File: src/uirc_pkg.sv
// package: beat types, operation and status codes, counter indices for the uplink reconciler
package uirc_pkg;

    localparam int COUNT_WIDTH_DEF = 32;
    localparam int NUM_COUNTERS    = 6;
    localparam int VALUE_WIDTH     = 32;
    localparam int SEL_WIDTH       = 3;

    localparam logic [1:0] OP_EVENT = 2'd0;
    localparam logic [1:0] OP_READY = 2'd1;
    localparam logic [1:0] OP_POLL  = 2'd2;
    localparam logic [1:0] OP_READ  = 2'd3;

    localparam logic [2:0] EV_CONV_START = 3'd0;
    localparam logic [2:0] EV_TALK_START = 3'd1;
    localparam logic [2:0] EV_TALK_STOP  = 3'd2;
    localparam logic [2:0] EV_CONV_END   = 3'd3;

    localparam logic [1:0] ANS_ACCEPTED     = 2'd0;
    localparam logic [1:0] ANS_BACKPRESSURE = 2'd1;

    localparam logic [1:0] ST_OK           = 2'd0;
    localparam logic [1:0] ST_INVALID      = 2'd1;
    localparam logic [1:0] ST_BACKPRESSURE = 2'd2;
    localparam logic [1:0] ST_FAILED       = 2'd3;

    localparam logic MODE_FULL_DUPLEX = 1'b1;

    localparam int CNT_EDGES        = 0;
    localparam int CNT_READY        = 1;
    localparam int CNT_ACCEPTED     = 2;
    localparam int CNT_BACKPRESSURE = 3;
    localparam int CNT_FAILURES     = 4;
    localparam int CNT_RESETS       = 5;

    typedef struct packed {
        logic [1:0]           op;
        logic [2:0]           event_kind;
        logic                 ready_value;
        logic [1:0]           sink_answer;
        logic [7:0]           sink_error_code;
        logic [SEL_WIDTH-1:0] counter_select;
    } in_beat_t;

    typedef struct packed {
        logic [1:0]             status;
        logic [7:0]             failure_code;
        logic                   issue_command;
        logic                   command_value;
        logic                   reset_playback;
        logic                   desired_active;
        logic                   media_is_ready;
        logic                   applied_level;
        logic                   command_waiting;
        logic                   has_failed;
        logic [VALUE_WIDTH-1:0] counter_value;
    } out_beat_t;

    typedef logic [NUM_COUNTERS-1:0] bump_t;

endpackage

File: src/uirc_counters.sv
// six saturating event counters with a selected read port
module uirc_counters #(
    parameter int COUNT_WIDTH = uirc_pkg::COUNT_WIDTH_DEF
) (
    input  logic                                aclk,
    input  logic                                aresetn,
    input  uirc_pkg::bump_t                     bump,
    input  logic [uirc_pkg::SEL_WIDTH-1:0]      sel,
    output logic [uirc_pkg::VALUE_WIDTH-1:0]    rd_value
);

    localparam int VW = uirc_pkg::VALUE_WIDTH;

    logic [COUNT_WIDTH-1:0] cnt_reg [uirc_pkg::NUM_COUNTERS];
    logic [COUNT_WIDTH-1:0] cnt_sel;

    always_ff @(posedge aclk) begin
        for (int i = 0; i < uirc_pkg::NUM_COUNTERS; i++) begin
            if (!aresetn) begin
                cnt_reg[i] <= '0;
            end else if (bump[i] && (cnt_reg[i] != {COUNT_WIDTH{1'b1}})) begin
                cnt_reg[i] <= cnt_reg[i] + 1'b1;
            end
        end
    end

    always_comb begin
        if (32'(sel) < 32'(uirc_pkg::NUM_COUNTERS)) begin
            cnt_sel = cnt_reg[sel];
        end else begin
            cnt_sel = '0;
        end
    end

    assign rd_value = VW'(cnt_sel);

endmodule

File: src/uirc_core.sv
// intent, readiness and applied-level flags with the per-beat decision logic
module uirc_core (
    input  logic                              aclk,
    input  logic                              aresetn,
    input  logic                              adv,
    input  logic                              audio_mode,
    input  uirc_pkg::in_beat_t                in_beat,
    input  logic [uirc_pkg::VALUE_WIDTH-1:0]  cnt_value,
    output uirc_pkg::out_beat_t               out_beat,
    output uirc_pkg::bump_t                   bump
);

    logic       desired_flag_reg, desired_flag_next;
    logic       ready_flag_reg, ready_flag_next;
    logic       applied_flag_reg, applied_flag_next;
    logic       pending_flag_reg, pending_flag_next;
    logic       failed_flag_reg, failed_flag_next;
    logic [7:0] stored_error_reg, stored_error_next;

    logic       ev_valid, ev_sets, ev_level, ev_rst;
    logic [1:0] status;
    logic       issue, cmd, pulse;
    logic [uirc_pkg::VALUE_WIDTH-1:0] cval;
    uirc_pkg::bump_t bump_vec;

    always_comb begin
        ev_valid = 1'b1;
        ev_sets  = 1'b0;
        ev_level = 1'b0;
        ev_rst   = 1'b0;
        case (in_beat.event_kind)
            uirc_pkg::EV_CONV_START: begin
                if (audio_mode == uirc_pkg::MODE_FULL_DUPLEX) begin
                    ev_sets  = 1'b1;
                    ev_level = 1'b1;
                end
            end
            uirc_pkg::EV_TALK_START: begin
                if (audio_mode == uirc_pkg::MODE_FULL_DUPLEX) begin
                    ev_valid = 1'b0;
                end else begin
                    ev_sets  = 1'b1;
                    ev_level = 1'b1;
                    ev_rst   = 1'b1;
                end
            end
            uirc_pkg::EV_TALK_STOP: begin
                if (audio_mode == uirc_pkg::MODE_FULL_DUPLEX) begin
                    ev_valid = 1'b0;
                end else begin
                    ev_sets = 1'b1;
                end
            end
            uirc_pkg::EV_CONV_END: begin
                ev_sets = 1'b1;
                ev_rst  = 1'b1;
            end
            default: begin
                ev_valid = 1'b0;
            end
        endcase
    end

    always_comb begin
        desired_flag_next = desired_flag_reg;
        ready_flag_next   = ready_flag_reg;
        applied_flag_next = applied_flag_reg;
        pending_flag_next = pending_flag_reg;
        failed_flag_next  = failed_flag_reg;
        stored_error_next = stored_error_reg;
        status   = uirc_pkg::ST_OK;
        issue    = 1'b0;
        cmd      = 1'b0;
        pulse    = 1'b0;
        cval     = '0;
        bump_vec = '0;
        case (in_beat.op)
            uirc_pkg::OP_EVENT: begin
                if (!ev_valid) begin
                    status = uirc_pkg::ST_INVALID;
                end else begin
                    bump_vec[uirc_pkg::CNT_EDGES] = 1'b1;
                    if (ev_rst) begin
                        pulse = 1'b1;
                        bump_vec[uirc_pkg::CNT_RESETS] = 1'b1;
                    end
                    if (ev_sets) begin
                        desired_flag_next = ev_level;
                        pending_flag_next = applied_flag_reg != (ev_level & ready_flag_reg);
                    end
                    if (failed_flag_reg && ev_level) begin
                        status = uirc_pkg::ST_FAILED;
                    end
                end
            end
            uirc_pkg::OP_READY: begin
                if (ready_flag_reg != in_beat.ready_value) begin
                    ready_flag_next = in_beat.ready_value;
                    bump_vec[uirc_pkg::CNT_READY] = 1'b1;
                    pending_flag_next =
                        applied_flag_reg != (desired_flag_reg & in_beat.ready_value);
                end
            end
            uirc_pkg::OP_POLL: begin
                if (failed_flag_reg) begin
                    status = uirc_pkg::ST_FAILED;
                end else if (pending_flag_reg) begin
                    issue = 1'b1;
                    cmd   = desired_flag_reg & ready_flag_reg;
                    case (in_beat.sink_answer)
                        uirc_pkg::ANS_ACCEPTED: begin
                            bump_vec[uirc_pkg::CNT_ACCEPTED] = 1'b1;
                            applied_flag_next = cmd;
                            pending_flag_next = 1'b0;
                        end
                        uirc_pkg::ANS_BACKPRESSURE: begin
                            bump_vec[uirc_pkg::CNT_BACKPRESSURE] = 1'b1;
                            status = uirc_pkg::ST_BACKPRESSURE;
                        end
                        default: begin
                            bump_vec[uirc_pkg::CNT_FAILURES] = 1'b1;
                            failed_flag_next  = 1'b1;
                            stored_error_next = in_beat.sink_error_code;
                            status = uirc_pkg::ST_FAILED;
                        end
                    endcase
                end
            end
            default: begin
                cval = cnt_value;
            end
        endcase
    end

    always_ff @(posedge aclk) begin
        if (!aresetn) begin
            desired_flag_reg <= 1'b0;
            ready_flag_reg   <= 1'b0;
            applied_flag_reg <= 1'b0;
            pending_flag_reg <= 1'b0;
            failed_flag_reg  <= 1'b0;
            stored_error_reg <= '0;
        end else if (adv) begin
            desired_flag_reg <= desired_flag_next;
            ready_flag_reg   <= ready_flag_next;
            applied_flag_reg <= applied_flag_next;
            pending_flag_reg <= pending_flag_next;
            failed_flag_reg  <= failed_flag_next;
            stored_error_reg <= stored_error_next;
        end
    end

    assign bump = adv ? bump_vec : '0;

    always_comb begin
        out_beat.status          = status;
        out_beat.failure_code    = stored_error_next;
        out_beat.issue_command   = issue;
        out_beat.command_value   = cmd;
        out_beat.reset_playback  = pulse;
        out_beat.desired_active  = desired_flag_next;
        out_beat.media_is_ready  = ready_flag_next;
        out_beat.applied_level   = applied_flag_next;
        out_beat.command_waiting = pending_flag_next;
        out_beat.has_failed      = failed_flag_next;
        out_beat.counter_value   = cval;
    end

    // pending always mirrors the mismatch between applied and wanted level
    a_pending_consistent: assert property (@(posedge aclk) disable iff (!aresetn)
        pending_flag_reg == (applied_flag_reg != (desired_flag_reg & ready_flag_reg)))
        else $error("pending flag out of step with applied and wanted level");

    a_failure_sticky: assert property (@(posedge aclk) disable iff (!aresetn)
        failed_flag_reg |=> failed_flag_reg)
        else $error("sticky failure cleared without reset");

    a_error_only_when_failed: assert property (@(posedge aclk) disable iff (!aresetn)
        !failed_flag_reg |-> (stored_error_reg == 8'd0))
        else $error("error code stored without failure");

    a_no_bump_when_idle: assert property (@(posedge aclk) disable iff (!aresetn)
        !adv |-> (bump == '0))
        else $error("counter bumped without a beat");

endmodule

File: src/uplink_intent_reconciler_unit.sv
// top level: input register, decision core, event counters and result register
// path: an accepted beat is held in the input register, then its result is loaded into the result register
// throughput: one beat per cycle; the input and result registers advance together
// whenever the result register is empty or being taken
// reset: synchronous active-low aresetn clears all flags, counters, audio_mode and
// both register valids; no clearing pass
module uplink_intent_reconciler_unit #(
    parameter int COUNT_WIDTH = uirc_pkg::COUNT_WIDTH_DEF
) (
    input  logic                 aclk,
    input  logic                 aresetn,
    input  logic                 cfg_we,
    input  logic                 cfg_wdata,
    input  logic                 s_valid,
    output logic                 s_ready,
    input  uirc_pkg::in_beat_t   s_beat,
    output logic                 m_valid,
    input  logic                 m_ready,
    output uirc_pkg::out_beat_t  m_beat
);

    logic                audio_mode_reg;
    logic                in_valid_reg;
    uirc_pkg::in_beat_t  in_beat_reg;
    logic                out_valid_reg;
    uirc_pkg::out_beat_t out_beat_reg;

    logic                out_free;
    logic                adv;
    uirc_pkg::out_beat_t core_beat;
    uirc_pkg::bump_t     bump;
    logic [uirc_pkg::VALUE_WIDTH-1:0] cnt_value;

    assign out_free = !out_valid_reg || m_ready;
    assign adv      = in_valid_reg && out_free;
    assign s_ready  = !in_valid_reg || out_free;

    always_ff @(posedge aclk) begin
        if (!aresetn) begin
            audio_mode_reg <= 1'b0;
        end else if (cfg_we) begin
            audio_mode_reg <= cfg_wdata;
        end
    end

    always_ff @(posedge aclk) begin
        if (!aresetn) begin
            in_valid_reg <= 1'b0;
        end else if (s_valid && s_ready) begin
            in_valid_reg <= 1'b1;
        end else if (out_free) begin
            in_valid_reg <= 1'b0;
        end
    end

    always_ff @(posedge aclk) begin
        if (s_valid && s_ready) begin
            in_beat_reg <= s_beat;
        end
    end

    always_ff @(posedge aclk) begin
        if (!aresetn) begin
            out_valid_reg <= 1'b0;
        end else if (out_free) begin
            out_valid_reg <= in_valid_reg;
        end
    end

    always_ff @(posedge aclk) begin
        if (adv) begin
            out_beat_reg <= core_beat;
        end
    end

    uirc_core u_core (
        .aclk       (aclk),
        .aresetn    (aresetn),
        .adv        (adv),
        .audio_mode (audio_mode_reg),
        .in_beat    (in_beat_reg),
        .cnt_value  (cnt_value),
        .out_beat   (core_beat),
        .bump       (bump)
    );

    uirc_counters #(
        .COUNT_WIDTH (COUNT_WIDTH)
    ) u_counters (
        .aclk     (aclk),
        .aresetn  (aresetn),
        .bump     (bump),
        .sel      (in_beat_reg.counter_select),
        .rd_value (cnt_value)
    );

    assign m_valid = out_valid_reg;
    assign m_beat  = out_beat_reg;

endmodule
File: config.mk
export PLATFORM = sky130hd
export DESIGN_NAME = uplink_intent_reconciler_unit
export DESIGN_NICKNAME = d
export VERILOG_FILES = /design/src/uirc_pkg.sv /design/src/uirc_counters.sv /design/src/uirc_core.sv /design/src/uplink_intent_reconciler_unit.sv
export SDC_FILE = /design/constraint.sdc
export NUM_CORES = 1
export LEC_CHECK = 0
export BUFFER_PORTS_ARGS = -buffer_cell sky130_fd_sc_hd__buf_2
export CAP_MARGIN = 20
export CORE_UTILIZATION = 35
export CTS_BUF_LIST = sky130_fd_sc_hd__clkbuf_8 sky130_fd_sc_hd__clkbuf_16
export CTS_CLUSTER_SIZE = 28
export DETAILED_ROUTE_END_ITERATION = 6
export PLACE_DENSITY_LB_ADDON = 0.3
export SLEW_MARGIN = 20
export SYNTH_ARGS = -nofsm -noshare
export SYNTH_HDL_FRONTEND = slang
export SYNTH_SLANG_ARGS = --single-unit
export TNS_END_PERCENT = 10
File: constraint.sdc
create_clock -name aclk -period 5.5 [get_ports aclk]
set_input_delay 0.275 -clock aclk [delete_from_list [all_inputs] [get_ports aclk]]
set_output_delay 0.275 -clock aclk [all_outputs]
set_load 0.005 [all_outputs]
==> flow_summary.yaml, run 1 <==
drt:
  wl_per_cell_um: 18.2
  finalWirelength_um: 36300
  drc: 0
  ant_nets: 0
  dr.pass1.iters: 5
  drtIter0Drc: 867
  vias: 10755
  routed_via_density: 5.37
yosys:
  ys_warn_count: 0
  netlist_area_sq_um: 15100
  synth_seq_cells: 277
  avgSynthCellArea_sq_um: 11.1
  ys_types: 58
  ys_seq_area_share_pct: 54.2
  yosys-top-cells-count: "nor2_1, edfxtp_1, nand2_1, xor2_1, xnor2_1"
  syn_nets: 1391
  yosys.area.top_type: "edfxtp_1"
  yosys-top-cells-area: "edfxtp_1, nor2_1, xor2_1"
  async_flop_share_pct: 0
  syn-instance-count: 1360
  synth.top_cell.area_share_pct: 52.0
  synth_edf_count: 261
  synth.most_common_cell: "nor2_1"
  synthFlopType: "edfxtp_1"
cts:
  clk-insertion-delay-late_ns: 0.58
  numCtsBuffers: 31
  cts_buffer_depth: 3
  cts.sinks: 277
  cts_setup_buffers: 0
  cts_tree: "done"
  cts.clk_slew.worst_paths_ns: 0.06
  postCtsResizedCells: 0
  cts_root_buffer: "clkbuf_16"
  hold_buffers: 22
  htreeDepth: 1
timing:
  slew_headroom_pct: 30.4
  hold_slack_ns: 0.0323
  min_period_ns: 2.96
  min_period_over_period_pct: 53.8
  finClkSkew_ns: 0.0249
  fin_ws_ns: 2.54
  worst_slew_pin_slew_ns: 1.03
  fmax_mhz: 338
  drv_slew: 0
  setup_tns_ns: 0
  hold_violations: 0
  rsz0062_at_grt: "false"
  final-setup-viol-count: 0
status:
  outcome: "finished, final reports clean"
die:
  fp.dieH_um: 209
  rows: 75
  core-area_sq_um: 42200
  initial_core_util_pct: 35.7
  ios: 77
  chipWidth_um: 209
  die_area_sq_um: 43900
grt:
  overflow: 0
  grt_pass1_wl_um: 58300
  grt_max_degree: 66
  grtUsageTotal_pct: 16.7
  antenna_found_initial: 0
  grt_pass1_vias: 10303
layout:
  multi_input_comb_area_sq_um: 6580
  fill_cells: 4020
  num-nets-final: 1476
  diodes: 0
  register_area_sq_um: 8160
  largest_reg_flops: 192
  area_growth_pct: 14.2
  drive_gt1_share_pct: 13.6
worst_setup_path:
  start_kind: "flop"
  worst_setup_path_end_kind: "flop"
  critPathMaxStageDelay_ns: 0.69
  crit_buf_inv: 1
  arrival_ns: 3.28
  cp.required_ns: 5.82
  crit_start: "u_counters.cnt_reg[0][0]"
  critPathTopFamily: "simple AND/OR/NAND/NOR gates"
  critical_path_class: "reg2reg"
  crit_fanout: 25
  crit_path_top_delay_cell: "or4_1"
  rr_startpoint: "u_counters.cnt_reg[0][0]"
  path_cells: "ha_1 -> nand2_1 -> or4_1 -> nor4b_2 -> nand4b_1 -> buf_4 -> nor2_1"
power_and_ir_drop:
  ir_worst_vdd_uv: 232
  power.density_nw_per_um2: 278
  p_leak_nw: 5.66
place:
  portBuffers: 76
  dp_hpwl_um: 25900
  place_congestion: 0.848
  pre_cts_ws_ns: 2.55
min_path:
  hp-class: "in2reg"
  hp-start: "m_ready"
flow_run:
  cap_violations: 0
## metal layers
| metal | vias to the layer above | share of wire [%] | track usage, % |
|---|---|---|---|
| li1 | 5182 | - | - |
| met1 | 5243 | 45 | 23.9 |
| met2 | 274 | 47 | 26.7 |
| met3 | 56 | 5.7 | 2.02 |
| met4 | 0 | 2.3 | 4.73 |
| met5 | - | 0 | 0 |
## layout make-up
class,count,share of cell area [%]
Sequential cell,277,47.4
Multi-Input combinational cell,992,38.3
Clock buffer,33,4.67
Timing Repair Buffer,115,4.23
Tap cell,539,3.92
Clock inverter,17,0.895
Inverter,28,0.611
## power by group
part / leakage, nW / total [mW] / internal (mW) / switching, mW
sequential: 2.77 / 2.49 / 2.39 / 0.101
combinational: 2.40 / 0.287 / 0.128 / 0.159
clock: 0.493 / 1.99 / 1.17 / 0.823
## cells in the final DEF (no fill, tap or decap), drive strengths merged, types with 7 or more instances in the layout
cell type      n
a211oi        33
a21oi         21
and2           8
and3          32
and4          24
buf           93
clkbuf        33
dfxtp         16
dlygate4sd3   22
edfxtp       261
inv           35
mux2          10
mux2i         35
mux4          32
nand2         92
nand3         72
nand4         65
nor2         263
nor3          32
nor4          19
o21ai         15
or3            7
xnor2         84
xor2          89
## cell families after synthesis
kind of cell,share of synthesized area [%]
buf+inv,2.48
mux,7.86
fa+ha+maj,0.498
compound gates,4.11
flops,54.2
simple gates,20.8
xor+xnor,10.1
## worst min-delay path, delay by kind of cell
family,cells,cell delay [ns]
and+or+nand+nor,3,0.18
buffers and inverters,1,0.09
## worst paths after layout
path	to	slack (ns)	cells past startpoint
worst max-delay path	u_counters.cnt_reg[0][2]	2.54	7
worst min-delay path	m_valid	0.03	4
worst max register to register	u_counters.cnt_reg[0][2]	2.54	7
worst min register to register	u_core.stored_error_reg[4]	0.46	2
## metrics by stage
| step | power, mW | instances | area (sq um) | util, % |
|---|---|---|---|---|
| after floorplan | 2.70 | 1360 | 15100 | - |
| after global placement | 2.81 | 1929 | 16000 | 37.9 |
| after detailed placement | 2.81 | 1929 | 16000 | 37.9 |
| after CTS | 4.83 | 2001 | 17200 | 40.7 |
| after global routing | 4.93 | 2001 | 17200 | 40.7 |
| final | 4.77 | 2001 | 17200 | 40.7 |
(Power assumes the default switching activity.)
==> run 2: changes to the inputs <==
- ABC_AREA: unset -> 1
- clock period: 5.5 -> 3 ns (I/O delays scaled with it)
==> flow_summary.yaml, run 2 <==
status:
  outcome: "finished with violations"
  violations: "DRC"
grt:
  antenna_found_initial: 0
  grt_pass1_vias: 13468
  grt_pass1_wl_um: 75200
  overflow: 0
  grtUsageTotal_pct: 20.0
  grt_max_degree: 116
layout:
  diodes: 0
  multi_input_comb_area_sq_um: 7180
  layout_common_cells: "nand2_1, edfxtp_1, inv_1"
  largest_reg_flops: 192
  fill_cells: 4711
  area_growth_pct: 14.7
  drive_gt1_share_pct: 12.4
  layout_commonest_cell: "nand2_1"
  register_area_sq_um: 8160
  num-nets-final: 2126
die:
  rows: 79
  fp.dieH_um: 220
  initial_core_util_pct: 35.5
  die_area_sq_um: 48200
  ios: 77
  chipWidth_um: 220
  core-area_sq_um: 46700
yosys:
  synth_xor_area_share_pct: 2.91
  ys_warn_count: 0
  yosys-top-cells-area: "edfxtp_1, nand2_1, a21oi_1"
  synthMuxAreaShare_pct: 0
  synth_top_family_by_area: "simple AND/OR/NAND/NOR gates"
  synth_edf_count: 261
  synth.top_cell.area_share_pct: 47.3
  netlist_area_sq_um: 16600
  synthFlopType: "edfxtp_1"
  ys_seq_area_share_pct: 49.2
  avgSynthCellArea_sq_um: 8.31
  synth-compound-area-share_pct: 12.1
  synth_simple_gate_area_share_pct: 27.9
  syn_nets: 2024
  synth_seq_cells: 277
  yosys-top-cells-count: "nand2_1, edfxtp_1, inv_1, a21oi_1, nor2_1"
  async_flop_share_pct: 0
  ys_types: 52
  synth.most_common_cell: "nand2_1"
  syn-instance-count: 1993
  synthAdderAreaFrac_pct: 0.453
  yosys.area.top_type: "edfxtp_1"
timing:
  finClkSkew_ns: 0.0166
  hold_violations: 0
  fmax_mhz: 399
  drv_slew: 0
  min_period_ns: 2.51
  final-setup-viol-count: 0
  fin_ws_ns: 0.493
  setup_tns_ns: 0
  rsz0062_at_grt: "false"
  worst_slew_pin_slew_ns: 0.766
  slew_headroom_pct: 48.9
  min_period_over_period_pct: 83.6
worst_setup_path:
  critPathTopFamily: "simple AND/OR/NAND/NOR gates"
  rr_startpoint: "in_beat_reg[17]"
  crit_fanout: 19
  rr_endpoint: "u_counters.cnt_reg[3][13]"
  crit_path_top_delay_cell: "nor2_1"
  crit_buf_inv: 2
  worst_setup_path_end_kind: "flop"
  reg2reg_depth: 8
  crit_end: "u_counters.cnt_reg[3][13]"
  start_kind: "flop"
  crit_start: "in_beat_reg[17]"
  rrSetupSlack_ns: 0.49
  cp.required_ns: 3.37
  path_cells: "inv_1 -> nand2_1 -> nor2_2 -> nand2_2 -> nor2_1 -> nand3_2 -> buf_4 -> nor3b_1"
  critical_path_class: "reg2reg"
  path_depth: 8
  critPathMaxStageDelay_ns: 0.47
  arrival_ns: 2.87
place:
  pre_cts_ws_ns: 0.506
  place_congestion: 0.917
  dp_hpwl_um: 35600
  portBuffers: 76
drt:
  drc: 10
  dr.pass1.iters: 7
  routed_via_density: 5.21
  wl_per_cell_um: 17.4
  drtIter0Drc: 1434
  ant_nets: 0
  finalWirelength_um: 47500
  vias: 14217
cts:
  hold_buffers: 24
  cts_tree: "done"
  cts_root_buffer: "clkbuf_16"
  postCtsResizedCells: 0
  cts_setup_buffers: 0
  cts.sinks: 277
  cts_buffer_depth: 3
  htreeDepth: 2
  cts.clk_slew.worst_paths_ns: 0.06
  clk-insertion-delay-late_ns: 0.54
  numCtsBuffers: 34
power_and_ir_drop:
  ir_worst_vdd_uv: 313
  power.density_nw_per_um2: 501
  p_leak_nw: 6.94
flow_run:
  cap_violations: 0
min_path:
  hp-class: "in2reg"
## run 2: cell count changes after synthesis, sizes merged, moves of 19 or more
cell	change
nand3	+19
nor3	+70
mux4	-32
or2	+38
nand2	+290
and4	-24
and3	-25
a21oi	+197
inv	+216
xnor2	-74
a211oi	-25
o21ai	+142
xor2	-44
mux2i	-35
## run 2: layout make-up
class / instances / area share (%)
sequential: 277 / 43.0
multi-input combinational: 1412 / 37.8
inverter: 246 / 4.86
clock buffer: 35 / 4.61
timing repair buffer: 124 / 4.35
tap: 607 / 4.00
clock inverter: 26 / 1.42
## run 2: logic make-up after synthesis
family	after synthesis
flops	277
simple gates	959
buf+inv	304
fa+ha+maj	6
xor+xnor	55
compound gates	392
## run 2: per-stage QoR
| step | total power, mW | hold WS, ns | util [%] | cells | cell area (sq um) |
|---|---|---|---|---|---|
| 2_1_floorplan | 4.98 | 0.249 | - | 1993 | 16600 |
| 3_3_place_gp | 5.28 | 0.329 | 37.7 | 2642 | 17600 |
| 3_5_place_dp | 5.29 | 0.334 | 37.7 | 2642 | 17600 |
| 4_1_cts | 9.60 | 0.302 | 40.7 | 2727 | 19000 |
| 5_1_grt | 9.84 | 0.318 | 40.7 | 2727 | 19000 |
| 6_report | 9.52 | 0.318 | 40.7 | 2727 | 19000 |
## run 2: where the power goes
part	switching (mW)	internal (mW)
registers	0.164	4.39
clock network	1.66	2.63
logic	0.476	0.204
total	2.30	7.23
## run 2: worst register-to-register path, cell delays in order, from the launching register on
cell and delay [ns]:
edfxtp_1 0.40, inv_1 0.09, nand2_1 0.09, nor2_2 0.13
nand2_2 0.13, nor2_1 0.47, nand3_2 0.47, buf_4 0.35
nor3b_1 0.20
## run 2: layer usage
metal  share of wire (%)  track usage [%]
met1                  47             28.8
met5                   0                0
met2                  44             30.4
met3                 5.6             3.01
met4                 3.0             7.01
## run 2: worst min path at each step
stage | depth (start not counted) | from | endpoint
after floorplan | 0 | s_beat[0] | in_beat_reg[0]
after global placement | 1 | s_beat[16] | in_beat_reg[16]
after detailed placement | 1 | s_beat[14] | in_beat_reg[14]
after CTS | 4 | aresetn | u_core.stored_error_reg[5]
after global routing | 4 | aresetn | u_core.stored_error_reg[5]
final | 4 | aresetn | u_core.stored_error_reg[6]
